--- config.mk ---
export PLATFORM = sky130hd
export DESIGN_NAME = vpbu_ram
export DESIGN_NICKNAME = d
export VERILOG_FILES = /design/src/rtl/core/vpbu_ram.sv
export SDC_FILE = /design/constraint.sdc
export NUM_CORES = 2
export LEC_CHECK = 0
export BUFFER_PORTS_ARGS = -buffer_cell sky130_fd_sc_hd__buf_2
export CAP_MARGIN = 10
export CORE_ASPECT_RATIO = 0.7
export CORE_MARGIN = 2
export CORE_UTILIZATION = 35
export CTS_CLUSTER_SIZE = 40
export DETAILED_ROUTE_END_ITERATION = 7
export PLACE_DENSITY_LB_ADDON = 0.1
export SKIP_LAST_GASP = 1
export SYNTH_ARGS = -nofsm -noshare
export SYNTH_HDL_FRONTEND = slang
export SYNTH_SLANG_ARGS = --single-unit
--- constraint.sdc ---
create_clock -name aclk -period 2.51 [get_ports aclk]
set_input_delay 0.3765 -clock aclk [delete_from_list [all_inputs] [get_ports aclk]]
set_output_delay 0.3765 -clock aclk [all_outputs]
set_load 0.02 [all_outputs]
--- src/rtl/core/vpbu_ram.sv ---
// ----------------------------------------------------------------------------
// vpbu_ram
// Generic simple dual-port RAM, one write port, one registered read port.
// ----------------------------------------------------------------------------
module vpbu_ram #(
    parameter int WIDTH = 8,
    parameter int DEPTH = 256,
    parameter int AW    = (DEPTH > 1) ? $clog2(DEPTH) : 1
) (
    input  logic             aclk,
    input  logic             wr_en,
    input  logic [AW-1:0]    wr_addr,
    input  logic [WIDTH-1:0] wr_data,
    input  logic             rd_en,
    input  logic [AW-1:0]    rd_addr,
    output logic [WIDTH-1:0] rd_data
);

    logic [WIDTH-1:0] mem [DEPTH];

    always_ff @(posedge aclk) begin
        if (wr_en) begin
            mem[wr_addr] <= wr_data;
        end
        if (rd_en) begin
            rd_data <= mem[rd_addr];
        end
    end

endmodule

* After elaboration in Yosys (flattened, before gate mapping)
Memories as Yosys holds them, arrays and structs flattened. A register that Yosys moved wholly into a read port is not among the register bits. Index checks and enable logic that the tools add are counted. W data, S select, Z words.
Word-level totals: register bits 0, bits in latches 0, bits in writable memories 2048, ROM bits 0, input port bits 27, logic and storage cells 3, memories 1
Memories:
- mem | depth 256, width 8, rd ports 1, clocked after memory_dff 1, write ports 1, RTL line 19 | logic [WIDTH-1:0] mem [DEPTH];
Cells by class: add/subtract/negate cells 0, $mul 0, div/mod/pow operators 0, $lt $le $gt $ge 0, equal/unequal tests 0, shift-type cells 0, multiplexer cells 2, bitwise logic cells 0, reductions and logical operators 0
Operator list (number):
- $mux W1 | 2

* Depth between registers and ports, before layout
word-level depth 2, gate-level depth with buffers 11, gate-level depth less buffers 6

* Worst setup path before layout
Ideal clock, no wire load.
path kind input to register, from input port rd_addr[0], to register rd_data[2] (read register of mem), data pin, arrival time 2184 ps, path slack 57 ps, stages 9, buffers on the path 4, cells stage by stage buf_6 buf_12 buf_8 buf_2 mux4_2 a22oi_1 a21oi_1 nor4_1 nor4_2
RTL lines:
- start, declared | RTL line 15 | input logic [AW-1:0] rd_addr,
- end, declared | RTL line 16 | output logic [WIDTH-1:0] rd_data

==> flow_metrics.py <==
metrics = {
    "synth": {
        "yosysSeqAreaShare_pct": 77.5,
        "async_reset_ff_share_pct": 0,
        "ys.flop_type": "edfxtp_1",
        "syn_area_per_cell_sq_um": 21.3,
        "synthesis.yosys.warnings": 0,
        "synth_cells": 3733,
        "synth_seq_cells": 2056,
        "syn_area_sq_um": 79600,
        "synth.distinct_cells": 54,
        "syn_nets": 3760,
        "synth_edf_count": 2056,
    },
    "timing": {
        "finalSetupViolCount": 0,
        "max_freq_ghz": 0.404,
        "min_period_ns": 2.48,
        "relSlewSlack_pct": 37.5,
        "tightest_slew_ns": 0.930,
        "finClkSkew_ns": 0.0584,
        "grt_setup_unrepaired": "yes",
        "finalHoldWorstSlack_ns": 0.0248,
        "slew_violations": 0,
        "fin_ws_ns": 0.0317,
        "min_period_over_period_pct": 98.7,
        "hold_viol": 0,
    },
    "floorplanning": {
        "die_w_um": 574,
        "coreArea_sq_um": 226000,
        "start_util_pct": 35.2,
        "die_y_um": 403,
        "ios": 35,
        "die_area_sq_um": 231000,
        "row_count": 146,
    },
    "clock_tree": {
        "cts_root_buf": "clkbuf_16",
        "post_cts_buffers": 0,
        "cts.sinks": 2056,
        "clk_transition_reported_paths_ns": 0.06,
        "htree_levels": 4,
        "cts.path.max_buffers": 4,
        "numCtsBuffers": 207,
        "cts_tree": "done",
        "insertion_delay_ns": 0.86,
    },
    "global_route": {
        "grt_pass1_vias": 41300,
        "grt.overflow.total": 0,
        "antenna_found_initial": 16,
        "grt_max_degree": 93,
        "grt.total_usage_pct": 20.2,
        "grt_pass1_wl_mm": 331,
    },
    "route": {
        "dr_total_vias": 41500,
        "wl_per_cell_um": 30.3,
        "drc_errors": 0,
        "drt-initial-drc-count": 4588,
        "viasPerCell": 5.32,
        "postRouteAntennaNets": 0,
        "firstDrtPassIters": 5,
        "routed_wl_mm": 236,
    },
    "worst_setup_path": {
        "crit_required_ns": 3.12,
        "r2r_cells": 7,
        "r2r_end": "rd_data[7]$_DFFE_PP_",
        "r2r_start": "mem[128][7]$_DFFE_PP_",
        "path_cells": "mux4_2 -> mux4_2 -> nor2_1 -> a2111oi_2 -> nor3_1 -> buf_4 -> nor4_1",
        "path_class": "register to register",
        "cp_slowest_cell": "mux4_2",
        "cp_common_cell": "mux4_2",
        "start_kind": "register",
        "end_kind": "register",
        "crit_end": "rd_data[7]$_DFFE_PP_",
        "reg2reg_slack_ns": 0.03,
        "worst-endpoint-arrival_ns": 3.09,
        "slowest_delay_ns": 0.50,
        "crit_path_start": "mem[128][7]$_DFFE_PP_",
        "cp_max_fo": 1,
    },
    "flow_run": {
        "cap_violations": 0,
    },
    "power": {
        "switching_power_mw": 16.0,
        "power_frac_clock_pct": 42.8,
        "peakVddDrop_mv": 0.487,
        "pwr-share-seq_pct": 51.1,
        "p_per_area_nw_per_um2": 763,
        "comb_power_share_pct": 6.1,
        "p_int_mw": 58.1,
        "p_leak_nw": 31.6,
        "p_sw_share_pct": 21.6,
    },
    "placed_design": {
        "finalWeightedCongestion": 0.814,
        "dp_hpwl_mm": 158,
        "portBuffers": 34,
        "pre_cts_slack_ns": -1.22,
    },
    "finish": {
        "nNetsFinal": 4626,
        "final_cell_mix": "edfxtp_1 (2,056), buf_4 (734), mux4_2 (454), nor2_1 (278), clkbuf_16 (208)",
        "area_delta_synth_final_pct": 22.1,
        "drive_gt1_share_pct": 35.4,
        "layout_commonest_cell": "edfxtp_1",
    },
    "hold_path": {
        "hold_class": "primary input to register",
    },
    "outcome": {
        "status": "finished, final reports clean",
    },
}
per-layer routing:
metal  global-route usage [%]  vias to the layer above  share of wire [%]
met5                        0                        -                  0
met4                     3.68                        0                1.7
met3                     4.45                      255                8.1
met2                     27.9                     1423                 42
met1                     32.7                    22300                 49
li1                         -                    17500                  -
metrics by stage:
stage | util, % | total power [mW] | area (sq um) | std cells | setup TNS, ns
after CTS | 43.0 | 74.9 | 97200 | 7794 | -0.0619
final | 43.0 | 74.2 | 97200 | 7796 | 0
after global placement | 39.9 | 43.1 | 90200 | 7417 | -8.34
after floorplan | - | 40.5 | 79600 | 3733 | 0
after detailed placement | 39.9 | 43.1 | 90200 | 7417 | -7.92
after global routing | 43.0 | 76.5 | 97200 | 7794 | -0.0306
power by group through the flow:
stage,Sequential [mW],Clock [mW],Combinational [mW]
2_1_floorplan,38.6,0,1.84
3_3_place_gp,38.6,0,4.50
3_5_place_dp,38.6,0,4.51
4_1_cts,37.9,32.5,4.55
5_1_grt,37.9,33.8,4.78
6_report,37.9,31.8,4.51
Yosys cell counts, types with 28 or more instances:
| cell type | instances | area share [%] |
|---|---|---|
| a21oi_1 | 96 | 0.60 |
| a22oi_1 | 133 | 1.3 |
| buf_2 | 31 | 0.19 |
| clkbuf_1 | 111 | 0.52 |
| edfxtp_1 | 2056 | 78 |
| mux2i_1 | 134 | 1.7 |
| mux4_2 | 454 | 13 |
| nand2_1 | 33 | 0.16 |
| nand3_1 | 34 | 0.21 |
| nor2_1 | 282 | 1.3 |
| nor2b_1 | 31 | 0.24 |
| o221ai_1 | 46 | 0.51 |
| o22ai_1 | 28 | 0.22 |
worst min path at each step:
stage               startpoint                     to  cells after the start
finish              wr_data[4]  mem[114][4]$_DFFE_PP_                      1
global route        wr_data[4]  mem[114][4]$_DFFE_PP_                      1
CTS                 wr_data[4]   mem[84][4]$_DFFE_PP_                      1
detailed placement       rd_en   rd_data[5]$_DFFE_PP_                      1
global placement    wr_data[5]  mem[103][5]$_DFFE_PP_                      1
floorplan           wr_data[0]    mem[0][0]$_DFFE_PP_                      0
state kept, by name (all words and copies together), names as in the netlist:
register	cells
rd_data	8
mem	2048
area by class of cell:
cell class / instances / area (sq um)
timing repair buffer: 890 / 8180
multi-input combinational: 1442 / 16700
fill: 19800 / 129000
clock inverter: 126 / 1450
antenna: 2 / 5.00
sequential: 2056 / 61700
inverter: 2 / 7.51
clock buffer: 244 / 5340
tap: 3034 / 3800
critical path: cells and delay by family (launching register included):
family / cells / cell delay (ns)
and+or+nand+nor: 3 / 0.60
DFF: 1 / 0.37
buffers and inverters: 1 / 0.20
muxes: 2 / 0.98
AOI/OAI and AO/OA: 1 / 0.07
repair_timing:
action / CTS / global route
gates resized for setup: 16 / 15
hold buffers: 7 / 0
endpoints found under the setup margin: 8 / 6
pin swaps: 1 / 3
endpoints found under the hold margin: 151 / 0
cell families after synthesis:
group,share of synthesized area [%]
and+or+nand+nor,2.63
muxes,14.6
DFF,77.5
AOI/OAI and AO/OA,3.42
buffers and inverters,1.83
(Power assumes the default switching activity.)
