### src/rtl/core/vpbu_pkg.sv
// ----------------------------------------------------------------------------
// vpbu_pkg
// Shared types, widths and codes of the per-pixel background update block.
// ----------------------------------------------------------------------------
package vpbu_pkg;

    localparam int DEF_PIXEL_COUNT = 65536;
    localparam int DEF_MAX_SAMPLES = 20;

    localparam int PIX_W    = 16;
    localparam int VAL_W    = 8;
    localparam int GATE_W   = 16;
    localparam int SLOT_W   = 5;
    localparam int RUN_W    = 8;
    localparam int RADIUS_W = 9;
    localparam int MINM_W   = 5;
    localparam int NSAMP_W  = 5;
    localparam int THR_W    = 8;

    localparam int CFG_IDX_W  = 2;
    localparam int CFG_DATA_W = 9;

    localparam logic [RUN_W-1:0] RUN_MAX = 8'hFF;

    localparam logic [RADIUS_W-1:0] RST_MATCH_RADIUS     = 9'd20;
    localparam logic [MINM_W-1:0]   RST_MIN_MATCHES      = 5'd2;
    localparam logic [NSAMP_W-1:0]  RST_SAMPLES_IN_USE   = 5'd20;
    localparam logic [THR_W-1:0]    RST_PERSIST_THRESHOLD = 8'd50;

    typedef enum logic [CFG_IDX_W-1:0] {
        CFG_MATCH_RADIUS      = 2'd0,
        CFG_MIN_MATCHES       = 2'd1,
        CFG_SAMPLES_IN_USE    = 2'd2,
        CFG_PERSIST_THRESHOLD = 2'd3
    } cfg_idx_e;

    typedef enum logic {
        CMD_CLASSIFY = 1'b0,
        CMD_LOAD     = 1'b1
    } cmd_e;

    typedef struct packed {
        logic [RADIUS_W-1:0] match_radius;
        logic [MINM_W-1:0]   min_matches;
        logic [NSAMP_W-1:0]  samples_in_use;
        logic [THR_W-1:0]    persist_threshold;
    } cfg_t;

endpackage

### src/rtl/core/vpbu_run_clear.sv
// ----------------------------------------------------------------------------
// vpbu_run_clear
// Post-reset sweep that zeroes the foreground run memory, one entry a cycle.
// ----------------------------------------------------------------------------
module vpbu_run_clear #(
    parameter int DEPTH = vpbu_pkg::DEF_PIXEL_COUNT,
    parameter int AW    = (DEPTH > 1) ? $clog2(DEPTH) : 1
) (
    input  logic          aclk,
    input  logic          aresetn,
    output logic          clr_busy,
    output logic [AW-1:0] clr_addr
);

    logic          clr_busy_reg;
    logic          clr_busy_next;
    logic [AW-1:0] clr_addr_reg;
    logic [AW-1:0] clr_addr_next;

    always_comb begin
        clr_busy_next = clr_busy_reg;
        clr_addr_next = clr_addr_reg;
        if (clr_busy_reg) begin
            clr_addr_next = clr_addr_reg + AW'(1);
            if (clr_addr_reg == AW'(DEPTH - 1)) begin
                clr_busy_next = 1'b0;
            end
        end
    end

    always_ff @(posedge aclk) begin
        if (!aresetn) begin
            clr_busy_reg <= 1'b1;
            clr_addr_reg <= '0;
        end else begin
            clr_busy_reg <= clr_busy_next;
            clr_addr_reg <= clr_addr_next;
        end
    end

    assign clr_busy = clr_busy_reg;
    assign clr_addr = clr_addr_reg;

endmodule

### config.mk
export PLATFORM = sky130hd
export DESIGN_NAME = vpbu_run_clear
export DESIGN_NICKNAME = d
export VERILOG_FILES = /design/src/rtl/core/vpbu_pkg.sv /design/src/rtl/core/vpbu_run_clear.sv
export SDC_FILE = /design/constraint.sdc
export NUM_CORES = 1
export LEC_CHECK = 0
export CAP_MARGIN = 20
export CORE_MARGIN = 1.5
export CORE_UTILIZATION = 25
export CTS_BUF_LIST = sky130_fd_sc_hd__clkbuf_16
export DETAILED_ROUTE_END_ITERATION = 6
export DONT_BUFFER_PORTS = 1
export SYNTH_ARGS = -nofsm -noshare
export SYNTH_HDL_FRONTEND = slang
export SYNTH_SLANG_ARGS = --single-unit
### constraint.sdc
create_clock -name aclk -period 1.8 [get_ports aclk]
set_input_delay 0.09 -clock aclk [delete_from_list [all_inputs] [get_ports aclk]]
set_output_delay 0.09 -clock aclk [all_outputs]
set_load 0.05 [all_outputs]
-- Word level (Yosys, flattened, before mapping)
Cells that the tools add are included.
- eq/ne operators: 1
- multiplexer cells: 2
- $add $sub $neg: 1
- operator list (cell ; count):
    $add A16 B1 Y16 const B ; 1
    $eq A16 B16 Y1 const B ; 1
    $mux W1 ; 2
- word-level logic and storage cells: 6
- bits of input ports: 2
- output and inout port bits: 17
- register bits: 17

-- Depth between registers and ports, before layout
- word-level depth: 3
- gate-level depth with buffers: 5
- gate-level depth less buffers: 5

-- Worst setup path before layout
OpenSTA, ideal clock, no wires.
- path kind: register to register
- start: register clr_addr_reg[0] (netlist: clr_addr[0])
- end: register clr_addr_reg[14] (netlist: clr_addr[14])
- setup slack: -0.031 ns
- clock period less this slack: 1.831 ns
- data arrival time: 1.761 ns
- data required time: 1.730 ns
- cell stages (with the launch flop): 6
- buffers on the path: 0
- setup time: 0.070 ns
- cell sequence: dfxtp_1 > ha_1 > and3_1 > nand3_4 > or3_1 > a21boi_1
- word-level cells in the longest chain between the ends: 1
- RTL lines (item ; RTL line ; RTL):
    start, declared ; vpbu_run_clear.sv:17 ; logic [AW-1:0] clr_addr_reg;
    start signal, assigned ; vpbu_run_clear.sv:37 ; clr_addr_reg <= clr_addr_next;
    $add A16 B1 Y16 ; vpbu_run_clear.sv:24 ; clr_addr_next = clr_addr_reg + AW'(1);
Every way passes these cells.
A chain may end at the register's enable or synchronous reset.

-- Worst setup path after layout
- start: register clr_addr_reg[1] (netlist: clr_addr[1])
- end: register clr_addr_reg[14] (netlist: clr_addr[14])
The elaborated chain is that of the path after synthesis.

==> flow_summary.ini <==
[run_status]
status = complete, no violations

[timing]
max-slew-margin-rel_pct = 67.98
period_needed_ns = 1.465
slew_violations = 0
fin_crit_sh_pct = 81.37
skew_ns = 0.004584
setup_viol = 0
worstMarginPinSlew_ns = 0.4787
rsz0062_at_grt = false
tns_ns = 0
fin_hold_ws_ns = 0.01059
hold_viol = 0
fmax_ghz = 0.6828

[routing]
viasPerCell = 4.879
wl_um = 1643
firstDrtPassIters = 3
via_count = 644
first_iter_violations = 7
wl_per_cell_um = 12.45
drc = 0
antenna_left = 0

[global_route]
grt_overflow = 0
grt_pass1_vias = 608
grt_usage_pct = 10.97
antenna_found_initial = 0
grt_max_degree = 18
grt_pass1_wl_um = 2842

[logic_synthesis]
yosys.area.top_type = dfxtp_1
ys_warn_count = 0
syn_area_um2 = 783.3
postSynthAreaPerCell_um2 = 9.791
syn-num-nets = 83
ys_top_cells_by_area = dfxtp_1 43%, xnor2_1 8.9%, and2_1 8.0%
ys_types = 21
syn_inst = 80
seq_area_frac_synth_pct = 43.45
ys_ff_latch = 17
synth_top_area_share_pct = 43.45

[finish]
final_nets = 103
finalInstanceArea_um2 = 1026
regArea_um2 = 342.8
antennaDiodeCount = 0
drive_gt1_share_pct = 25.25
fin_util_pct = 34.17
areaGrowthSynthToFinish_pct = 30.99
multi_input_area_um2 = 424.2
largest_reg_flops = 16
fillers = 314

[run]
maxCapViolCount = 0

[clock_network]
cts_tree = done
hold_buffers = 1
clkSlewWorstSetupHoldPaths_ns = 0.05
cts.sinks = 17
clk_latency_ns = 0.25
cts_resized = 0
clock_path_buffers = 2
htreeDepth = 1
cts_made_buffers = 3
post-cts-setup-buffer-count = 0
cts_root_buf = clkbuf_16

[worst_setup_path]
cp_slowest_stage_delay_ns = 0.36
worstPathRequired_ns = 1.98
cp_max_fo = 5
rrSetupSlack_ns = 0.34
critPathKind = reg -> reg
end_kind = flop
crit_path_top_delay_cell = or3_1
start_kind = flop
crit_arrival_ns = 1.65
path_cells = ha_1, and3_1, nand3_4, or3_1, a21boi_1

[floorplanning]
die_h_um = 58.98
start_util_pct = 26.08
die_area_um2 = 3478
io_pins = 19
row_count = 20
die_w_um = 58.98
core_area_um2 = 3003

[worst_hold_path]
hp-class = in -> reg

[power_and_ir_drop]
pwr_density_cell_nw_per_um2 = 856.2
ir_worst_vdd_v = 0.0004362
p_leak_nw = 0.4031

[place]
hpwl_um = 1235
placed_area_um2 = 935.9
portBuffers = 0
place.gp.congestion = 0.7545
kinds of logic (layout without fill, tap and decap cells):
family | count (synthesis) | in the layout | share of synthesized area [%]
AOI/OAI and AO/OA | 11 | 11 | 9.264
xor gates and xnor gates | 10 | 10 | 11.18
adders and majority gates | 1 | 1 | 1.597
buffers and inverters | 3 | 22 | 2.395
DFF | 17 | 17 | 43.45
muxes | 1 | 1 | 1.278
and+or+nand+nor | 37 | 37 | 30.83
metrics by stage:
stage | total power, mW | worst slack [ns] | std cells
after CTS | 0.8878 | 0.3167 | 132
after global placement | 0.4413 | 0.3653 | 127
after floorplan | 0.4324 | 0.03574 | 80
final | 0.8784 | 0.3353 | 132
after detailed placement | 0.4433 | 0.3202 | 127
after global routing | 0.9212 | 0.2079 | 132
per-layer routing:
metal,up-vias,part of all wire (%),global-route usage (%)
met5,-,0,0
met4,0,1.6,5.844
met3,4,4.0,2.620
met2,11,49,18.25
met1,307,45,13.03
li1,322,-,-
worst paths after layout:
| check | startpoint | endpoint | cells after the start |
|---|---|---|---|
| worst min register to register | clr_busy | clr_busy | 2 |
| worst max register to register | clr_addr[1] | clr_addr[14] | 5 |
| worst min-delay path | aresetn | clr_addr[11] | 2 |
| worst max-delay path | clr_addr[1] | clr_addr[14] | 5 |
report_power, final:
| part | switching (mW) | internal, mW | total (mW) |
|---|---|---|---|
| registers | 0.00455 | 0.383 | 0.388 |
| logic | 0.0347 | 0.0181 | 0.0529 |
| clock network | 0.141 | 0.297 | 0.438 |
| total | 0.180 | 0.698 | 0.878 |
placed cells by master, fill, tap and decap left out, types with 4 or more instances in the layout:
cell type	Yosys	layout
o21ai_1	4	4
nand4_1	4	4
and2_1	10	10
nand2_1	6	6
nand3_1	4	4
dfxtp_1	17	15
xnor2_1	8	8
buf_4	2	17
critical path: cells and delay by family (launching register included):
family | cells | cell delay [ns]
adder cells (fa/ha/maj) | 1 | 0.17
AO/OA/AOI/OAI | 1 | 0.13
flip-flops | 1 | 0.34
AND/OR/NAND/NOR | 3 | 0.76
area by class of cell:
type                            count  share of cell area (%)
Timing Repair Buffer               18                   13.41
Multi-Input combinational cell     60                   41.34
Tap cell                           33                   4.024
Clock buffer                        3                   7.317
Clock inverter                      1                  0.4878
Sequential cell                    17                   33.41
cells in the mapped netlist:
| library cell | number |
|---|---|
| a21boi_1 | 3 |
| and2_1 | 10 |
| and3_1 | 2 |
| and4_1 | 3 |
| buf_4 | 2 |
| clkbuf_1 | 1 |
| dfxtp_1 | 17 |
| ha_1 | 1 |
| mux2i_1 | 1 |
| nand2_1 | 6 |
| nand2b_1 | 2 |
| nand3_1 | 4 |
| nand3_4 | 2 |
| nand4_1 | 4 |
| nor2b_1 | 1 |
| o211ai_1 | 2 |
| o21ai_1 | 4 |
| o31ai_1 | 2 |
| or3_1 | 3 |
| xnor2_1 | 8 |
| xor2_1 | 2 |
No activity file was read; power rests on OpenSTA's default activity.
