<file path="src/rtl/core/vpbu_pkg.sv">
// ----------------------------------------------------------------------------
// vpbu_pkg
// Shared types, widths and codes of the per-pixel background update block.
// ----------------------------------------------------------------------------
package vpbu_pkg;

    localparam int DEF_PIXEL_COUNT = 65536;
    localparam int DEF_MAX_SAMPLES = 20;

    localparam int PIX_W    = 16;
    localparam int VAL_W    = 8;
    localparam int GATE_W   = 16;
    localparam int SLOT_W   = 5;
    localparam int RUN_W    = 8;
    localparam int RADIUS_W = 9;
    localparam int MINM_W   = 5;
    localparam int NSAMP_W  = 5;
    localparam int THR_W    = 8;

    localparam int CFG_IDX_W  = 2;
    localparam int CFG_DATA_W = 9;

    localparam logic [RUN_W-1:0] RUN_MAX = 8'hFF;

    localparam logic [RADIUS_W-1:0] RST_MATCH_RADIUS     = 9'd20;
    localparam logic [MINM_W-1:0]   RST_MIN_MATCHES      = 5'd2;
    localparam logic [NSAMP_W-1:0]  RST_SAMPLES_IN_USE   = 5'd20;
    localparam logic [THR_W-1:0]    RST_PERSIST_THRESHOLD = 8'd50;

    typedef enum logic [CFG_IDX_W-1:0] {
        CFG_MATCH_RADIUS      = 2'd0,
        CFG_MIN_MATCHES       = 2'd1,
        CFG_SAMPLES_IN_USE    = 2'd2,
        CFG_PERSIST_THRESHOLD = 2'd3
    } cfg_idx_e;

    typedef enum logic {
        CMD_CLASSIFY = 1'b0,
        CMD_LOAD     = 1'b1
    } cmd_e;

    typedef struct packed {
        logic [RADIUS_W-1:0] match_radius;
        logic [MINM_W-1:0]   min_matches;
        logic [NSAMP_W-1:0]  samples_in_use;
        logic [THR_W-1:0]    persist_threshold;
    } cfg_t;

endpackage

</file>
<file path="src/rtl/core/vpbu_cfg_regs.sv">
// ----------------------------------------------------------------------------
// vpbu_cfg_regs
// Configuration register file written through a plain indexed write port.
// ----------------------------------------------------------------------------
module vpbu_cfg_regs (
    input  logic                            aclk,
    input  logic                            aresetn,
    input  logic                            cfg_wr_en,
    input  logic [vpbu_pkg::CFG_IDX_W-1:0]  cfg_addr,
    input  logic [vpbu_pkg::CFG_DATA_W-1:0] cfg_wr_data,
    output vpbu_pkg::cfg_t                  cfg
);
    import vpbu_pkg::*;

    cfg_t cfg_reg;

    always_ff @(posedge aclk) begin
        if (!aresetn) begin
            cfg_reg.match_radius      <= RST_MATCH_RADIUS;
            cfg_reg.min_matches       <= RST_MIN_MATCHES;
            cfg_reg.samples_in_use    <= RST_SAMPLES_IN_USE;
            cfg_reg.persist_threshold <= RST_PERSIST_THRESHOLD;
        end else if (cfg_wr_en) begin
            case (cfg_idx_e'(cfg_addr))
                CFG_MATCH_RADIUS: begin
                    cfg_reg.match_radius <= cfg_wr_data[RADIUS_W-1:0];
                end
                CFG_MIN_MATCHES: begin
                    cfg_reg.min_matches <= cfg_wr_data[MINM_W-1:0];
                end
                CFG_SAMPLES_IN_USE: begin
                    cfg_reg.samples_in_use <= cfg_wr_data[NSAMP_W-1:0];
                end
                CFG_PERSIST_THRESHOLD: begin
                    cfg_reg.persist_threshold <= cfg_wr_data[THR_W-1:0];
                end
                default: begin
                end
            endcase
        end
    end

    assign cfg = cfg_reg;

endmodule

</file>
<file path="config.mk">
export PLATFORM = sky130hd
export DESIGN_NAME = vpbu_cfg_regs
export DESIGN_NICKNAME = d
export VERILOG_FILES = /design/src/rtl/core/vpbu_pkg.sv /design/src/rtl/core/vpbu_cfg_regs.sv
export SDC_FILE = /design/constraint.sdc
export NUM_CORES = 1
export LEC_CHECK = 0
export CAP_MARGIN = 30
export CORE_MARGIN = 1.5
export CORE_UTILIZATION = 25
export CTS_BUF_LIST = sky130_fd_sc_hd__clkbuf_8 sky130_fd_sc_hd__clkbuf_16
export CTS_CLUSTER_SIZE = 40
export DETAILED_ROUTE_END_ITERATION = 6
export DONT_BUFFER_PORTS = 1
export MAX_ROUTING_LAYER = met4
export PLACE_DENSITY = 0.46
export SETUP_SLACK_MARGIN = 0.3
export SLEW_MARGIN = 10
export SYNTH_ARGS = -nofsm -noshare
export SYNTH_HDL_FRONTEND = slang
export SYNTH_SLANG_ARGS = --single-unit
</file>
<file path="constraint.sdc">
create_clock -name aclk -period 2.5 [get_ports aclk]
set_input_delay 0.5 -clock aclk [delete_from_list [all_inputs] [get_ports aclk]]
set_output_delay 0.5 -clock aclk [all_outputs]
set_load 0.005 [all_outputs]
</file>
Word level (Yosys, flattened, before mapping)
Index checks and enable logic that the tools add are counted.
Widths: inputs -> output; s select.
- bits in registers: 27
- input port bits: 14
- output and inout bits: 27
- logic and storage cells: 12
- equality and inequality tests: 3
- reduce and logical (&&, ||, !) cells: 5
- operators with widths (operator ; number):
    $reduce_and 2->1 ; 4
    $eq 2x2->1 const B ; 2
    $eq 2x1->1 const B ; 1
    $logic_not 2->1 ; 1

Logic depth before layout (Yosys ltp)
Gate-level depths: netlist (run 1).
- depth in word-level cells: 2
- gate-level depth with buffers: 4
- gate-level depth less buffers: 2

Worst setup path before layout (run 1)
OpenSTA, ideal clock, no wires.
- kind: input-to-reg
- start point: input cfg_addr[1] in the netlist's numbering
- end point: register cfg_reg, in the netlist cfg[22]
- setup time: 0.124 ns
- arrival time: 1.134 ns
- data required time: 2.376 ns
- setup slack: 1.242 ns
- cell stages on the path: 3
- path buffers: 1
- path through: or3b_1 buf_6 mux2i_1
- word-level cells in the longest chain between the ends: 2
- RTL lines (what ; RTL line ; source):
    start: declaration ; vpbu_cfg_regs.sv:9 ; input logic [vpbu_pkg::CFG_IDX_W-1:0] cfg_addr,
    $logic_not 2->1 ; vpbu_cfg_regs.sv:24 ; case (cfg_idx_e'(cfg_addr))
    $reduce_and 2->1 (no line) ; - ;
    end: declaration ; vpbu_cfg_regs.sv:15 ; cfg_t cfg_reg;
No other way between the ends.
A chain may end at the register's enable or synchronous reset.

Final worst setup path (run 1)
- start point: input cfg_addr[1] in the netlist's numbering
- end point: register cfg_reg, in the netlist cfg[25]
Same word-level chain as after synthesis.

==> results.py, run 1 <==
metrics = {
    "critical_path": {
        "worst-path-buf-inv": 0,
        "ff2ff_setup_slack_ps": 1850,
        "slowest_stage": "or3b_1",
        "max_stage_delay_ps": 610,
        "critPathMaxFanout": 9,
        "crit_required_ps": 2650,
        "crit_start": "cfg_addr[1]",
        "critPathTopFamily": "simple AND/OR/NAND/NOR gates",
        "r2r_end": "cfg[22]",
        "arrival_ps": 1310,
        "worstRegToRegCells": 2,
        "rr_startpoint": "cfg[22]",
        "crit_chain": "or3b_1 > mux2i_1",
        "cp-end-kind": "flop",
        "setup.worst_path.class": "in -> reg",
        "start_kind": "primary input",
    },
    "floorplanning": {
        "die-area_um2": 4690,
        "die-height_um": 68.5,
        "io_pins": 41,
        "fp.dieW_um": 68.5,
        "initial_core_util_pct": 26.4,
        "core-area_um2": 4060,
        "rows": 23,
    },
    "clocking": {
        "clock_latency_ps": 270,
        "hold_buffers": 0,
        "clk_path_buf_depth": 2,
        "ctsResizeCount": 0,
        "postCtsSetupBuffers": 0,
        "path_clk_slew_ps": 100,
        "htreeDepth": 1,
        "cts-root-buf": "clkbuf_8",
        "cts_made_buffers": 3,
        "cts_tree": "built",
        "clkSinkCount": 27,
    },
    "power_and_ir_drop": {
        "p_leak_uw": 0.000496,
        "pwr_density_cell_nw_per_um2": 659,
        "ir_drop_uv": 202,
    },
    "yosys": {
        "syn_avg_cell_area_um2": 10.0,
        "synth_top_area_share_pct": 50.5,
        "yosys.area_share.simple_pct": 20.8,
        "syn_area_um2": 1070,
        "ys_ff_latch": 27,
        "ys_warn_count": 0,
        "synthXorXnorAreaFrac_pct": 0,
        "netlist.top_cell.by_area": "dfxtp_1",
        "yosysSeqAreaShare_pct": 50.5,
        "synth_top_family_by_area": "multiplexers",
        "synth_compound_area_share_pct": 0.701,
        "synth.area.top_cells": "dfxtp_1, mux2i_1, nand2_1",
        "synth.distinct_cells": 15,
        "synthMuxAreaShare_pct": 24.3,
        "syn_inst": 107,
        "synth_fa_ha_area_share_pct": 0,
        "synth_nets": 121,
    },
    "cells_and_area": {
        "final_cells": 154,
        "fin_nets": 119,
        "largest_register_ffs": 27,
        "utilization_pct": 28.2,
        "antenna_cells": 0,
        "finalInstanceArea_um2": 1150,
        "area_growth_pct": 7.01,
        "layout_common_cells": "nand2_1, dfxtp_1, mux2i_1",
        "drive_gt1_share_pct": 6.73,
        "final_common_cell": "nand2_1",
        "nFillCells": 424,
    },
    "hold_path": {
        "holdCritPathClass": "in -> reg",
        "hold_end": "cfg[5]",
        "hold_depth": 1,
        "min_from": "aresetn",
    },
    "global_routing": {
        "antenna_found_initial": 0,
        "grt_use_total_pct": 10.1,
        "overflow": 0,
        "grt_pass1_vias": 662,
        "grt_pass1_wl_um": 3150,
        "grt_max_degree": 40,
    },
    "sta": {
        "fin_tns_setup_ps": 0,
        "slew_viol_final": 0,
        "finalCritPeriodShare_pct": 46.5,
        "setup_viol": 0,
        "hold_viol_final": 0,
        "tightestPinTransition_ps": 527,
        "grt_setup_unrepaired": "no",
        "final.min_clock_period_ps": 1160,
        "whs_ps": 307,
        "max_freq_mhz": 860,
        "slew_headroom_pct": 64.8,
        "finClkSkew_ps": 0,
    },
    "placement": {
        "dp_hpwl_um": 1760,
        "gp_congestion": 0.607,
        "placed_area_um2": 1100,
        "dp.cells": 150,
        "portBuffers": 0,
    },
    "detailed_routing": {
        "routedWlPerCell_um": 14.9,
        "route.vias.total": 707,
        "dr.pass1.iters": 2,
        "drt_iter0_markers": 7,
        "routed_wl_um": 2290,
        "drc": 0,
        "ant_nets": 0,
        "drt-vias-per-instance": 4.59,
    },
    "run": {
        "maxCapViolCount": 0,
    },
    "status": {
        "outcome": "finished clean",
    },
}
-- synthesized netlist by cell type --
| cell type | n |
|---|---|
| nand2_1 | 28 |
| dfxtp_1 | 27 |
| mux2i_1 | 26 |
| nor2b_1 | 10 |
| clkbuf_1 | 4 |
| and3b_2 | 2 |
| buf_2 | 2 |
| and3_2 | 1 |
| buf_6 | 1 |
| inv_1 | 1 |
| nand3_1 | 1 |
| nand3b_1 | 1 |
| nand4_1 | 1 |
| o211ai_1 | 1 |
| or3b_1 | 1 |
-- worst max-delay path by stage --
| stage | endpoint | slack [ps] | cells past startpoint |
|---|---|---|---|
| floorplan | cfg[22] | 1240 | 3 |
| global placement | cfg[20] | 1070 | 2 |
| detailed placement | cfg[23] | 1010 | 2 |
| CTS | cfg[23] | 1320 | 2 |
| global route | cfg[15] | 1300 | 0 |
| finish | cfg[25] | 1340 | 2 |
-- through the flow --
stage	setup WS (ps)	power [µW]
after global routing	1300	787
after CTS	1320	770
after global placement	1070	508
final	1340	755
after detailed placement	1010	510
after floorplan	1240	508
-- metal layers --
| metal | wire length [µm] | global-route usage, % | up-vias |
|---|---|---|---|
| met4 | 23 | 6.00 | 0 |
| li1 | - | - | 346 |
| met3 | 162 | 3.13 | 2 |
| met5 | 0 | - | - |
| met1 | 847 | 8.86 | 332 |
| met2 | 1260 | 18.5 | 27 |
-- cell type report --
type | instances | area [µm²] | share of cell area [%]
Tap cell | 50 | 62.6 | 5.46
Inverter | 1 | 3.75 | 0.328
Sequential cell | 27 | 541 | 47.2
Clock inverter | 1 | 7.51 | 0.655
Multi-Input combinational cell | 72 | 490 | 42.8
Clock buffer | 3 | 41.3 | 3.60
-- cell families after synthesis --
kind of cell	after synthesis
compound gates	1
simple gates	45
flops	27
mux	26
buf+inv	8
-- power by group --
| group | internal, µW | total, µW | switching, µW |
|---|---|---|---|
| Sequential | 446 | 458 | 12.0 |
| Clock | 113 | 257 | 144 |
| Combinational | 21.0 | 40.6 | 19.6 |
| Total | 580 | 755 | 175 |
(Power assumes the default switching activity.)
==> inputs of run 2 (changes only) <==
--- a/config.mk
+++ b/config.mk
@@ -13,7 +13,7 @@
 export DETAILED_ROUTE_END_ITERATION = 6
 export DONT_BUFFER_PORTS = 1
 export MAX_ROUTING_LAYER = met4
-export PLACE_DENSITY = 0.46
+export PLACE_DENSITY = 0.48
 export SETUP_SLACK_MARGIN = 0.3
 export SLEW_MARGIN = 10
 export SYNTH_ARGS = -nofsm -noshare
==> constraint.sdc (replaced) <==
create_clock -name aclk -period 1 [get_ports aclk]
set_input_delay 0.2 -clock aclk [delete_from_list [all_inputs] [get_ports aclk]]
set_output_delay 0.2 -clock aclk [all_outputs]
set_load 0.005 [all_outputs]
==> run 2 against run 1 <==
Combinational power grew to 2.9 times the previous value. Critical path depth is 2 lower. Largest power group unchanged. Setup slack lost 1200 ps. Sequential share of layout area about the same. Core utilization rose by 1.8 points. Critical path type is now reg -> out. Non-clock buffer count grew 2. Worst hold slack worse by 280 ps. Power rose to 2.5 times the previous value. Die area stayed put. First-iteration DRC count rose to 5.1 times the previous value.
==> results.py, run 2 (synthesis results as in run 1) <==
metrics = {
    "global_routing": {
        "overflow": 0,
        "grt_pass1_vias": 710,
        "met1_usage_pct": 14.1,
        "grt_busiest_layer": "met2",
        "use_met3_pct": 5.10,
        "grt_use_met2_pct": 15.5,
        "grt_use_total_pct": 10.9,
        "antenna_found_initial": 0,
        "grt_pass1_wl_um": 3550,
        "grt_max_degree": 40,
    },
    "sta": {
        "finalCritPeriodShare_pct": 83.1,
        "finClkSkew_ps": 0,
        "whs_ps": 23.4,
        "setup_viol": 0,
        "max_freq_mhz": 1200,
        "hold_viol_final": 0,
        "fin_tns_setup_ps": 0,
        "slew_headroom_pct": 79.1,
        "tightestPinTransition_ps": 313,
        "final.min_clock_period_ps": 831,
        "slew_viol_final": 0,
        "grt_setup_unrepaired": "yes",
    },
    "hold_path": {
        "min_from": "aresetn",
        "holdCritPathClass": "in -> reg",
    },
    "detailed_routing": {
        "drt-vias-per-instance": 4.68,
        "drc": 0,
        "routed_wl_um": 2320,
        "route.vias.total": 730,
        "drt_iter0_markers": 36,
        "routedWlPerCell_um": 14.9,
        "dr.pass1.iters": 3,
        "ant_nets": 0,
    },
    "critical_path": {
        "crit_start": "cfg[19]",
        "setup.worst_path.class": "reg -> out",
        "arrival_ps": 630,
        "crit_required_ps": 800,
        "rr_startpoint": "cfg[1]",
        "cp-end-kind": "output pin",
        "start_kind": "flop",
        "critPathMaxFanout": 2,
    },
    "cells_and_area": {
        "area_growth_pct": 13.8,
        "antenna_cells": 0,
        "final_cells": 156,
        "layout_common_cells": "nand2_1, dfxtp_2, mux2i_1",
        "fin_nets": 121,
        "drive_gt1_share_pct": 37.7,
        "final_common_cell": "nand2_1",
        "utilization_pct": 30.0,
        "finalInstanceArea_um2": 1220,
        "largest_register_ffs": 27,
    },
    "floorplanning": {
        "die-height_um": 68.5,
        "fp.dieW_um": 68.5,
        "die-area_um2": 4690,
        "initial_core_util_pct": 26.4,
        "io_pins": 41,
        "rows": 23,
        "core-area_um2": 4060,
    },
    "clocking": {
        "clkSinkCount": 27,
        "cts-root-buf": "clkbuf_8",
        "clock_latency_ps": 270,
        "hold_buffers": 0,
        "cts_tree": "built",
        "path_clk_slew_ps": 90,
        "cts_made_buffers": 3,
        "htreeDepth": 1,
        "clk_path_buf_depth": 2,
    },
    "placement": {
        "gp_congestion": 0.638,
        "dp_hpwl_um": 1740,
        "placed_area_um2": 1130,
        "dp.cells": 152,
        "portBuffers": 0,
    },
    "power_and_ir_drop": {
        "p_sw_share_pct": 22.5,
        "combPwrFrac_pct": 6.1,
        "pwr_density_cell_nw_per_um2": 1550,
        "clock_power_share_pct": 33.0,
        "power_frac_seq_pct": 60.9,
        "ir_drop_uv": 665,
        "p_leak_uw": 0.000523,
        "p_int_uw": 1460,
        "power_switching_uw": 426,
    },
    "run": {
        "maxCapViolCount": 0,
    },
    "status": {
        "outcome": "finished clean",
    },
}
run 2: cell count changes in the layout (fill, tap and decap cells not counted), sizes merged:
| cell | change |
|---|---|
| clkinv | +1 |
| clkinvlp | -1 |
| buf | +2 |
run 2: power by group through the flow:
stage	Clock [µW]	Combinational [µW]	Sequential [µW]
after floorplan	0	124	1160
after global placement	0	111	1170
after detailed placement	0	114	1170
after CTS	661	116	1150
after global routing	697	128	1160
final	623	116	1150
run 2: per-stage QoR:
step	setup WS, ps	total power, µW
final	169	1890
after global routing	137	1980
after CTS	153	1930
after detailed placement	-2.22	1280
after global placement	9.52	1280
after floorplan	45.8	1280
run 2: final cells by class:
cell class,instances,area (µm²)
clock buffers,3,41.3
clock inverters,1,5.00
fillers,408,2840
inverters,1,3.75
multi-input cells,72,509
flip-flops and latches,27,574
well taps,50,62.6
repair buffers,2,22.5
run 2: per-layer routing:
metal  share of wire, %  routed length, µm
met5                  0                  0
met4               0.43                 10
met3                 12                271
met2                 42                969
met1                 46               1070
run 2: path summary, 6_finish.rpt:
path,slack (ps),to,cells past startpoint
worst max register to register,370,cfg[1],2
worst min-delay path,20,cfg[5],1
worst min register to register,470,cfg[13],2
worst max-delay path,170,cfg[19],0
run 2: timing repair:
| action | CTS | global route |
|---|---|---|
| setup endpoints to repair | 28 | 34 |
| resized for setup | 28 | 2 |
| buffers inserted | 0 | 0 |
| hold endpoints to repair | 0 | 0 |
