==> src/rtl/core/vpbu_pkg.sv <==
// ----------------------------------------------------------------------------
// vpbu_pkg
// Shared types, widths and codes of the per-pixel background update block.
// ----------------------------------------------------------------------------
package vpbu_pkg;

    localparam int DEF_PIXEL_COUNT = 65536;
    localparam int DEF_MAX_SAMPLES = 20;

    localparam int PIX_W    = 16;
    localparam int VAL_W    = 8;
    localparam int GATE_W   = 16;
    localparam int SLOT_W   = 5;
    localparam int RUN_W    = 8;
    localparam int RADIUS_W = 9;
    localparam int MINM_W   = 5;
    localparam int NSAMP_W  = 5;
    localparam int THR_W    = 8;

    localparam int CFG_IDX_W  = 2;
    localparam int CFG_DATA_W = 9;

    localparam logic [RUN_W-1:0] RUN_MAX = 8'hFF;

    localparam logic [RADIUS_W-1:0] RST_MATCH_RADIUS     = 9'd20;
    localparam logic [MINM_W-1:0]   RST_MIN_MATCHES      = 5'd2;
    localparam logic [NSAMP_W-1:0]  RST_SAMPLES_IN_USE   = 5'd20;
    localparam logic [THR_W-1:0]    RST_PERSIST_THRESHOLD = 8'd50;

    typedef enum logic [CFG_IDX_W-1:0] {
        CFG_MATCH_RADIUS      = 2'd0,
        CFG_MIN_MATCHES       = 2'd1,
        CFG_SAMPLES_IN_USE    = 2'd2,
        CFG_PERSIST_THRESHOLD = 2'd3
    } cfg_idx_e;

    typedef enum logic {
        CMD_CLASSIFY = 1'b0,
        CMD_LOAD     = 1'b1
    } cmd_e;

    typedef struct packed {
        logic [RADIUS_W-1:0] match_radius;
        logic [MINM_W-1:0]   min_matches;
        logic [NSAMP_W-1:0]  samples_in_use;
        logic [THR_W-1:0]    persist_threshold;
    } cfg_t;

endpackage

==> src/rtl/core/vpbu_match_lanes.sv <==
// ----------------------------------------------------------------------------
// vpbu_match_lanes
// Per-sample compare lanes: radius match, slots in use and slot select.
// ----------------------------------------------------------------------------
module vpbu_match_lanes #(
    parameter int MAX_SAMPLES = vpbu_pkg::DEF_MAX_SAMPLES
) (
    input  logic [MAX_SAMPLES*vpbu_pkg::VAL_W-1:0] samples,
    input  logic [vpbu_pkg::VAL_W-1:0]             pixel_value,
    input  logic [vpbu_pkg::SLOT_W-1:0]            slot,
    input  vpbu_pkg::cfg_t                         cfg,
    output logic [MAX_SAMPLES-1:0]                 match_vec,
    output logic [MAX_SAMPLES-1:0]                 lane_en,
    output logic [MAX_SAMPLES-1:0]                 slot_mask
);
    import vpbu_pkg::*;

    localparam int LANE_CW = $clog2(MAX_SAMPLES + 1);
    localparam int CNT_W   = (LANE_CW > NSAMP_W) ? LANE_CW : NSAMP_W;

    for (genvar i = 0; i < MAX_SAMPLES; i++) begin : g_lane
        logic [VAL_W-1:0] smp;
        logic [VAL_W-1:0] diff;

        assign smp  = samples[i*VAL_W +: VAL_W];
        assign diff = (smp > pixel_value) ? (smp - pixel_value) : (pixel_value - smp);

        assign lane_en[i]   = CNT_W'(i) < CNT_W'(cfg.samples_in_use);
        assign match_vec[i] = lane_en[i] && ({1'b0, diff} < cfg.match_radius);
        // slot outside the samples in use selects nothing
        assign slot_mask[i] = lane_en[i] && (CNT_W'(slot) == CNT_W'(i));
    end

endmodule
==> config.mk <==
export PLATFORM = sky130hd
export DESIGN_NAME = vpbu_match_lanes
export DESIGN_NICKNAME = d
export VERILOG_FILES = /design/src/rtl/core/vpbu_pkg.sv /design/src/rtl/core/vpbu_match_lanes.sv
export SDC_FILE = /design/constraint.sdc
export NUM_CORES = 1
export LEC_CHECK = 0
export BUFFER_PORTS_ARGS = -buffer_cell sky130_fd_sc_hd__buf_2
export CAP_MARGIN = 20
export CELL_PAD_IN_SITES_DETAIL_PLACEMENT = 1
export CELL_PAD_IN_SITES_GLOBAL_PLACEMENT = 1
export CORE_MARGIN = 4
export CORE_UTILIZATION = 40
export DETAILED_ROUTE_END_ITERATION = 10
export PLACE_DENSITY_LB_ADDON = 0.15
export SLEW_MARGIN = 0
export SYNTH_ARGS = -nofsm -noshare
export SYNTH_HDL_FRONTEND = slang
export SYNTH_SLANG_ARGS = --single-unit
==> constraint.sdc <==
create_clock -name vclk -period 5.9
set_input_delay 0.59 -clock vclk [all_inputs]
set_output_delay 0.59 -clock vclk [all_outputs]
set_load 0.005 [all_outputs]
Word-level counts from Yosys, hierarchy flattened
Cells that the tools add are included.
- word-level logic and storage cells: 180
- register bits: 0
- bits of input ports: 200
- output and inout bits: 60
- $lt $le $gt $ge: 60
- reductions and logical operators: 41
- mux-type cells: 20
- equality and inequality tests: 19
- add/sub/neg operators: 40
- operator list (kind ; count):
    8-bit subtractor ; 40
    8-bit by 9-bit less-than comparator with 1-bit output ; 20
    8-bit greater-than comparator ; 20
    8-bit two-way mux ; 20
    5-bit by 4-bit == test with 1-bit output (second input constant) ; 8
    1-bit logical AND ; 40
    4-bit by 5-bit less-than comparator with 1-bit output (first input constant) ; 8
    5-bit by 3-bit == test with 1-bit output (second input constant) ; 4
    5-bit == test (second input constant) ; 4
    3-bit by 5-bit less-than comparator with 1-bit output (first input constant) ; 4
    5-bit less-than comparator (first input constant) ; 4
    5-bit by 2-bit == test with 1-bit output (second input constant) ; 2
    1-bit by 5-bit less-than comparator with 1-bit output (first input constant) ; 2
    2-bit by 5-bit less-than comparator with 1-bit output (first input constant) ; 2
    5-bit by 1-bit == test with 1-bit output (second input constant) ; 1
    5-bit logical NOT ; 1

Longest topological paths before layout
Gate-level depths: netlist (run 1).
- depth after elaboration: 4
- depth in mapped cells: 15

Worst setup path after synthesis (run 1)
No wires, ideal clock.
- path type: input -> output
- from: input pixel_value[1] (netlist bit)
- to: output match_vec[1]
- setup slack: 1.374 ns
- stages on the path: 13
- arrival: 3.936 ns
- cell sequence: inv_1 > fa_1 > nand3_1 > a21boi_4 > o41ai_4 > mux2i_1 > xnor2_1 > ha_1 > a21oi_1 > nor2_1 > a211oi_1 > o21ai_0 > a31oi_1
- longest elaborated chain between the ends: 4
- elaborated cells between the ends (all ways): 6
- classes of those cells: add/sub (2); order compare (2); mux (1); reduce/logical (1)
- RTL lines (what ; line ; text):
    start: declaration ; vpbu_match_lanes.sv:9 ; input logic [vpbu_pkg::VAL_W-1:0] pixel_value,
    8-bit subtractor or 8-bit greater-than comparator (tied branches) ; vpbu_match_lanes.sv:26 ; assign diff = (smp > pixel_value) ? (smp - pixel_value) : (pixel_value - smp);
    8-bit two-way mux * ; vpbu_match_lanes.sv:26 ;
    8-bit by 9-bit less-than comparator with 1-bit output * ; vpbu_match_lanes.sv:29 ; assign match_vec[i] = lane_en[i] && ({1'b0, diff} < cfg.match_radius);
    1-bit logical AND * ; vpbu_match_lanes.sv:29 ;
    end: declaration ; vpbu_match_lanes.sv:12 ; output logic [MAX_SAMPLES-1:0] match_vec,
Every way passes the cells marked *; elsewhere a longest branch is shown, timed or not.

Worst setup path in the final report (run 1)
- from: input pixel_value[0] (netlist bit)
- to: output match_vec[5]
The elaborated chain is that of the path after synthesis.

==> results of run 1 <==
==> layer usage <==
metal  vias up  wire (µm)  GRT usage (%)  part of all wire (%)
met1      8039      28800           36.1                    44
met2       409      31000           49.5                    48
met4         0       1950           7.16                   3.0
li1       7878          -              -                     -
met3        85       3280           3.44                   5.0
met5         -          0              0                     0
==> logic make-up after synthesis <==
logic type	Yosys count	share of synthesized area, %
AND/OR/NAND/NOR	426	13.6
AO/OA/AOI/OAI	622	26.4
buffers and inverters	303	7.64
multiplexers	129	8.09
XOR/XNOR	105	5.63
adder cells (fa/ha/maj)	480	38.6
==> final cells by class <==
cell class,instances,area (µm²),share of cell area (%)
multi-input combinational,1762,15100,83.6
inverter,213,800,4.43
timing repair buffer,277,1500,8.32
antenna,4,10.0,0.0555
tap,525,657,3.64
==> metrics by stage <==
| step | setup WS [ps] | cell area (µm²) | utilization, % |
|---|---|---|---|
| after floorplan | 1370 | 16300 | - |
| after global placement | 696 | 18000 | 45.1 |
| after detailed placement | 590 | 18000 | 45.1 |
| after CTS | 574 | 18000 | 45.1 |
| after global routing | 332 | 18000 | 45.1 |
| final | 548 | 18000 | 45.1 |
==> cell usage after synthesis, types with 5 or more instances <==
| library cell | count |
|---|---|
| mux2_2 | 23 |
| buf_6 | 13 |
| clkbuf_1 | 70 |
| nor3b_1 | 11 |
| a21o_1 | 117 |
| nor4b_1 | 5 |
| or2_2 | 7 |
| nand2_1 | 146 |
| nor3_1 | 18 |
| inv_1 | 212 |
| o31ai_1 | 5 |
| o21a_1 | 6 |
| mux2i_1 | 106 |
| a21oi_2 | 27 |
| nand3_1 | 44 |
| xor2_1 | 57 |
| nand3b_1 | 37 |
| and3_1 | 5 |
| o41ai_4 | 12 |
| nand4_1 | 55 |
| a31oi_1 | 58 |
| buf_2 | 6 |
| a21oi_1 | 209 |
| o22a_1 | 14 |
| a221oi_1 | 8 |
| a211oi_1 | 73 |
| ha_1 | 440 |
| o22ai_1 | 8 |
| nor2_1 | 40 |
| fa_1 | 40 |
| o21ai_0 | 51 |
| xnor2_1 | 48 |
| nor2b_1 | 36 |
==> final timing paths <==
path	endpoint	startpoint
worst max-delay path	match_vec[5]	pixel_value[0]
worst min-delay path	slot_mask[16]	slot[1]
==> power by group through the flow <==
| stage | registers [mW] | clock network, mW | logic, mW |
|---|---|---|---|
| after global routing | 0 | 0.0000000911 | 2.56 |
| after CTS | 0 | 0 | 2.28 |
| after global placement | 0 | 0 | 2.18 |
| final | 0 | 0.0000000915 | 2.29 |
| after floorplan | 0 | 0 | 1.61 |
| after detailed placement | 0 | 0 | 2.27 |
==> worst max-delay path, delay by kind of cell <==
family                     cells  cell delay (ps)
AOI/OAI and AO/OA              6             1580
xor gates and xnor gates       1              170
muxes                          1              310
buffers and inverters          3              920
and+or+nand+nor                2              220
adders and majority gates      3              970
==> summary.txt, run 1 <==
Cells and area
  – Num sequential: 0
  – Nets: roughly 2.9k
  – CLK BUF: 0
  – Fillers: 5045
  – Share of layout cells above drive strength 1: 16.3%
  – Syn-to-layout area delta: 10.5%
  – Most frequent cells in the layout: ha_1 (440), buf_2 (246), a21oi_1 (209)
  – Register area: 0 µm²
  – Count of non-filler cells in the finished layout: 2781
  – Most common cell after layout, fill and taps aside: ha_1

Status
  – Run status: completed

Timing
  – Setup TNS: 0 ps
  – Fin Hold WS: 1480 ps
  – RSZ-0062 raised after global routing: false
  – Pins over their slew limit: 0
  – Final setup viols: 0
  – Final hold violation count: 0
  – Slew HR: 39.7%
  – Fin crit period: 5350 ps
  – Worst-Margin Slew: between 900 and 1000 ps
  – Achievable Freq: 187 MHz
  – Final Cycle Share: around 90%

Yosys
  – Share of the synthesized area in the top cell type: 33.7%
  – Synthesized area per cell: between 7 and 8 µm²
  – Synth area leader: ha_1
  – Gate Count Post-Synth: 2065
  – Cell area after synthesis: between 15000 and 20000 µm²
  – Synth Net Count: 2745
  – Synth warn: 0
  – Cell variety after synth: approximately 60
  – Ranking of synthesized cells by area: ha_1 (34%), mux2i_1 (6.5%), a21oi_1 (6.4%)
  – Sequential area share after synthesis: 0%

Floorplanning
  – Total core area: 40000 µm²
  – Die area: roughly 44000 µm²
  – Initial Utilization: between 40% and 50%
  – Floorplan row count: 73
  – Horiz. Die Dim: 210 µm
  – Height of the die: 210 µm
  – Io pins: 260

Setup path
  – Critical Path Start Type: input pin
  – Critical path capture point type: output pin
  – Critical Path Max Stage Delay: 670 ps
  – WP data required: 5310 ps
  – Setup CP Type: input pin to output pin
  – Crit Path Max Fanout: 21
  – Crit path arrival time: 4760 ps
  – CP max stage cell: buf_2
  – Worst-path cell chain: buf_2 -> ha_1 -> inv_1 -> fa_1 -> nand3_1 -> a21oi_2 -> o41ai_4 -> mux2i_1 -> xnor2_1 -> ha_1 -> a21oi_1 -> nor2_1 -> a211oi_1 -> o21ai_0 -> a31oi_1 -> buf_2

Pwr
  – Total power: approximately 2.3 mW
  – Max VDD drop: 0.0000440 V
  – Logic gate share of total power: between 90% and 100%
  – Clock group share of total power: 0%
  – Pwr Density: ~130 nW/µm²
  – Int Pwr: between 0.9 and 1 mW
  – Seq pwr share: 0%
  – Psw: 1.33 mW
  – Sw frac: 57.9%
  – Leakage: ~9.6 nW

Worst hold path
  – Hold path cells: 3
  – Hold Crit Class: input pin to output pin

Global routing
  – Largest net degree at the start of global routing: 25
  – Initial antenna violation count: 4
  – Number of global-route vias before repair: approximately 17k
  – Grt ovf: 0
  – Total GRT Usage: 28.0%
  – First-pass GRT wire length: slightly below 100000 µm

Clock tree
  – Post-cts resize count: 0
  – Post-CTS Setup Bufs: 0
  – Hold-fix buffers at CTS: 0

Drt
  – Drt wl/cell: roughly 23 µm
  – Drt total wl: about 65000 µm
  – DRC: 0
  – Antenna Nets Post-Route: 0
  – DR vias/cell: 5.90
  – DRT Pass-1 Iters: 5
  – Iter 0 DRT Violations: approximately 700
  – Via Count: 16.4k

Placed design
  – GPL Wtd Cong: approximately 0.93
  – Post-DP HPWL: between 50000 and 60000 µm
  – Input/output buffers: 247
  – Post-Place Cells: about 2.8k

Run
  – Number of max-cap violations: 0
Power figures use the tool's default switching activity.
==> run 2: changes to the inputs <==
Settings changed: CORE_ASPECT_RATIO set to 1.2.
==> run 2 against run 1 <==
Global-route usage barely moved; largest cell class unchanged; final cell count rose by 0.40%; clock-buffer cell count did not move; combinational power barely moved; worst hold slack improved by 5.4 ps; critical path depth fell by 1; die area barely moved.
==> summary.txt, run 2 (synthesis results as in run 1) <==
Status
  – Run status: completed

Timing
  – RSZ-0062 raised after global routing: false
  – Achievable Freq: 182 MHz
  – Worst-Margin Slew: slightly above 1000 ps
  – Final hold violation count: 0
  – Fin crit period: 5480 ps
  – Final setup margin: 415 ps
  – Slew HR: 30.7%
  – Pins over their slew limit: 0
  – Final setup viols: 0
  – Final Cycle Share: 93.0%
  – Setup TNS: 0 ps

Pwr
  – Int Pwr: 0.968 mW
  – Seq pwr share: 0%
  – Pwr Density: around 130 nW/µm²
  – Clock group share of total power: 0%
  – Max VDD drop: 0.0000536 V
  – Psw: 1.32 mW
  – Logic gate share of total power: 100.0%
  – Sw frac: 57.7%
  – Leakage: 9.65 nW

Global routing
  – First-pass GRT wire length: roughly 97000 µm
  – Number of global-route vias before repair: roughly 17k
  – Grt ovf: 0
  – Total GRT Usage: 28.0%
  – Largest net degree at the start of global routing: 31
  – Initial antenna violation count: 4

Floorplanning
  – Total core area: 40000 µm²
  – Die area: roughly 44000 µm²
  – Floorplan row count: 80
  – Horiz. Die Dim: 192 µm
  – Height of the die: 229 µm
  – Io pins: 260
  – Initial Utilization: between 40% and 50%

Clock tree
  – Post-cts resize count: 0
  – Hold-fix buffers at CTS: 0
  – Post-CTS Setup Bufs: 0

Setup path
  – Crit Path Max Fanout: 11
  – Critical Path Start Type: input pin
  – WP data required: 5310 ps
  – Critical path capture point type: output pin
  – Setup CP Type: input pin to output pin
  – Crit path arrival time: 4890 ps

Cells and area
  – Most frequent cells in the layout: ha_1 (440), buf_2 (247), inv_1 (211)
  – CLK BUF: 0
  – Num sequential: 0
  – Register area: 0 µm²
  – Share of layout cells above drive strength 1: 16.4%
  – Most common cell after layout, fill and taps aside: ha_1
  – Multi-input gate area: 15100 µm²
  – Layout Utilization: 45.3%
  – Nets: 2940
  – Syn-to-layout area delta: 11.1%
  – Fillers: 5071

Drt
  – Antenna Nets Post-Route: 0
  – Drt total wl: 64600 µm
  – Drt wl/cell: 23.2 µm
  – DR vias/cell: between 5 and 6
  – DRC: 0
  – Via Count: 16.4k
  – DRT Pass-1 Iters: 4
  – Iter 0 DRT Violations: 597

Placed design
  – Input/output buffers: 247
  – GPL Wtd Cong: between 0.9 and 1
  – Post-DP HPWL: 52000 µm
  – Post-Place Setup Slack: approximately 450 ps

Worst hold path
  – Hold Path Sink: slot_mask[16]
  – Hold Crit Class: input pin to output pin
  – Hold wc startpoint: slot[1]
  – Hold path cells: 3

Run
  – Number of max-cap violations: 0
## run 2: cell types whose count changed in the layout (fill, tap and decap cells not counted)
cell / change
buf_2: +1
diode_2: -3
clkinv_1: -9
buf_4: +2
buf_12: +3
inv_1: +11
inv_2: -2
## run 2: area by class of cell
type | instances | area share (%)
repair buffers | 283 | 8.73
inverters | 213 | 4.41
well taps | 533 | 3.68
multi-input cells | 1762 | 83.2
diodes | 1 | 0.0138
## run 2: worst max path at each step
stage | from | end | cells past startpoint
after floorplan | pixel_value[1] | match_vec[1] | 13
after global placement | pixel_value[1] | match_vec[3] | 17
after detailed placement | pixel_value[4] | match_vec[1] | 15
after CTS | pixel_value[4] | match_vec[1] | 15
after global routing | pixel_value[1] | match_vec[13] | 16
final | pixel_value[4] | match_vec[1] | 15
## run 2: per-layer routing
metal  track usage [%]  up-vias  part of all wire (%)
met5                 0        -                 0.043
met4              7.69        6                   3.4
met3              4.14      105                   5.2
met2              47.9      402                    47
met1              36.4     8000                    45
li1                  -     7898                     -
## run 2: critical path, stage by stage
cell and delay [ps]:
buf_2 360, inv_1 600, ha_1 450, a21oi_1 180, and2b_1 240, o41ai_4 520, mux2i_1 280, xnor2_1 160
ha_1 280, a21oi_1 180, nor2_1 70, a211oi_1 260, o21ai_0 200, a31oi_1 330, buf_2 180
## run 2: per-stage QoR
stage	hold WS (ps)	instance area, µm²	cells	total power, mW
after detailed placement	1480	18100	2791	2.28
after global placement	1480	18100	2791	2.18
after global routing	1530	18100	2791	2.56
after floorplan	1210	16300	2065	1.61
final	1480	18100	2792	2.29
after CTS	1480	18100	2791	2.29
## run 2: power groups by stage
stage | combinational [mW] | sequential (mW) | clock (mW)
floorplan | 1.61 | 0 | 0
global placement | 2.18 | 0 | 0
detailed placement | 2.28 | 0 | 0
CTS | 2.29 | 0 | 0
global route | 2.56 | 0 | 0
finish | 2.29 | 0 | 0.0000000227
==> run 3: changes to the inputs <==
Settings changed: ABC_AREA set to 1.
==> run 3 against run 2 <==
Die area increased by 20%; worst hold slack better by 15 ps; first-iteration DRC count up 55%; core utilization decreased by 1.3 points; area after synthesis increased by 21%; highest routed layer unchanged; clock-buffer cell count did not move; synthesized cell count rose by 69%; sequential cell count is the same.
==> summary.txt, run 3 <==
Clock tree
  – Post-cts resize count: 0
  – Hold-fix buffers at CTS: 0
  – Post-CTS Setup Bufs: 0

Floorplanning
  – Total core area: 49100 µm²
  – Height of the die: about 250 µm
  – Horiz. Die Dim: 211 µm
  – Floorplan row count: 89
  – Io pins: 260
  – Initial Utilization: 40.3%
  – Die area: ~53000 µm²

Cells and area
  – Most common cell after layout, fill and taps aside: nand2_1
  – Syn-to-layout area delta: 9.06%
  – Most frequent cells in the layout: nand2_1 (1224), inv_1 (613), ha_1 (440)
  – Share of layout cells above drive strength 1: 10.6%
  – CLK BUF: 0
  – Nets: 4378
  – Fillers: just over 7k
  – Register area: 0 µm²
  – Num sequential: 0

Timing
  – Final setup viols: 0
  – Worst-Margin Slew: 1180 ps
  – Pins over their slew limit: 0
  – Setup TNS: 0 ps
  – Achievable Freq: 212 MHz
  – Final Cycle Share: ~80%
  – Slew HR: a little over a fifth
  – Final hold violation count: 0
  – RSZ-0062 raised after global routing: false
  – Fin crit period: 4720 ps

Worst hold path
  – Hold path cells: 3
  – Hold wc startpoint: slot[0]
  – Hold Crit Class: input pin to output pin
  – Hold Path Sink: slot_mask[8]

Global routing
  – Grt ovf: 0
  – Largest net degree at the start of global routing: 41
  – First-pass GRT wire length: 124000 µm
  – Number of global-route vias before repair: 23.8k
  – Initial antenna violation count: 5
  – Total GRT Usage: 28.9%

Drt
  – DRT Pass-1 Iters: 5
  – Via Count: between 20k and 25k
  – DR vias/cell: 5.27
  – Antenna Nets Post-Route: 0
  – Drt total wl: 80300 µm
  – DRC: 0
  – Iter 0 DRT Violations: 927
  – Drt wl/cell: 18.5 µm

Yosys
  – Gate Count Post-Synth: between 3k and 4k
  – Cell area after synthesis: 19800 µm²
  – Share of the synthesized area in the top cell type: 27.8%
  – Synth Net Count: 4175
  – Top post-synthesis cells by count: nand2_1 (1224), inv_1 (621), ha_1 (440)
  – Synthesized area per cell: 5.67 µm²
  – Synth area leader: ha_1
  – Sequential area share after synthesis: 0%
  – Ranking of synthesized cells by area: ha_1 (28%), nand2_1 (23%), inv_1 (12%)
  – Cell variety after synth: 41
  – Synth warn: 0
  – Count leader, synth: nand2_1

Setup path
  – CP max stage cell: inv_2
  – Worst-path cell chain: buf_2 -> inv_2 -> ha_1 -> inv_1 -> fa_1 -> nand2_1 -> nand2_1 -> o21ai_0 -> xnor2_1 -> nand2_1 -> o21ai_1 -> ha_1 -> a21oi_1 -> o21ai_0 -> nand2_1 -> nand3_1 -> nor2_1 -> buf_2
  – Critical Path Max Stage Delay: between 600 and 700 ps
  – Critical path capture point type: output pin
  – Critical Path Start Type: input pin
  – WP data required: 5310 ps
  – Crit path buf inv count: 4
  – Crit Path Max Fanout: 20
  – Top Family by Delay on Critical Path: buffers and inverters
  – Setup CP Type: input pin to output pin
  – Crit path arrival time: 4130 ps
  – Most common cell on crit path: nand2_1

Placed design
  – Input/output buffers: 247
  – Post-DP HPWL: approximately 65000 µm
  – GPL Wtd Cong: 0.915

Status
  – Run status: completed

Run
  – Number of max-cap violations: 0
[run 3: worst max-delay path by stage]
stage               depth (start not counted)      startpoint  slack (ps)            end
finish                                     18  pixel_value[0]        1180  match_vec[11]
global route                               19  pixel_value[0]         980  match_vec[11]
CTS                                        18  pixel_value[0]        1190  match_vec[11]
detailed placement                         18  pixel_value[0]        1210  match_vec[11]
global placement                           17  pixel_value[3]        1290   match_vec[3]
floorplan                                  16  pixel_value[1]        1870  match_vec[14]
[run 3: logic make-up (layout without fill, tap and decap cells)]
logic type,Yosys count,after routing,synth area share [%]
fa+ha+maj,480,480,31.8
other cells,0,2,0
simple gates,1894,1894,40.5
xor+xnor,108,108,4.78
buf+inv,710,911,14.5
compound gates,303,303,8.37
[run 3: through the flow]
stage / utilization (%) / setup slack (ps) / instance area [µm²] / std cells / hold WS, ps
2_1_floorplan: - / 1870 / 19800 / 3495 / 1220
3_3_place_gp: 44.0 / 1290 / 21600 / 4333 / 1490
3_5_place_dp: 44.0 / 1210 / 21600 / 4333 / 1490
4_1_cts: 44.0 / 1190 / 21600 / 4333 / 1490
5_1_grt: 44.0 / 983 / 21600 / 4334 / 1520
6_report: 44.0 / 1180 / 21600 / 4335 / 1500
[run 3: final cells by class]
cell class	instances	area [µm²]	area share (%)
diodes	2	5.00	0.0232
inverters	641	2430	11.3
multi-input cells	2785	16900	78.4
well taps	637	797	3.69
repair buffers	270	1420	6.59
[run 3: worst min-delay path, cell delays in order]
cell,delay (ps)
buf_2,130
nor4_1,70
buf_2,120
[run 3: layer usage]
metal	part of all wire [%]	track usage, %
met3	4.1	2.40
met5	0.050	0
met2	48	52.1
met4	4.4	10.5
met1	43	35.7
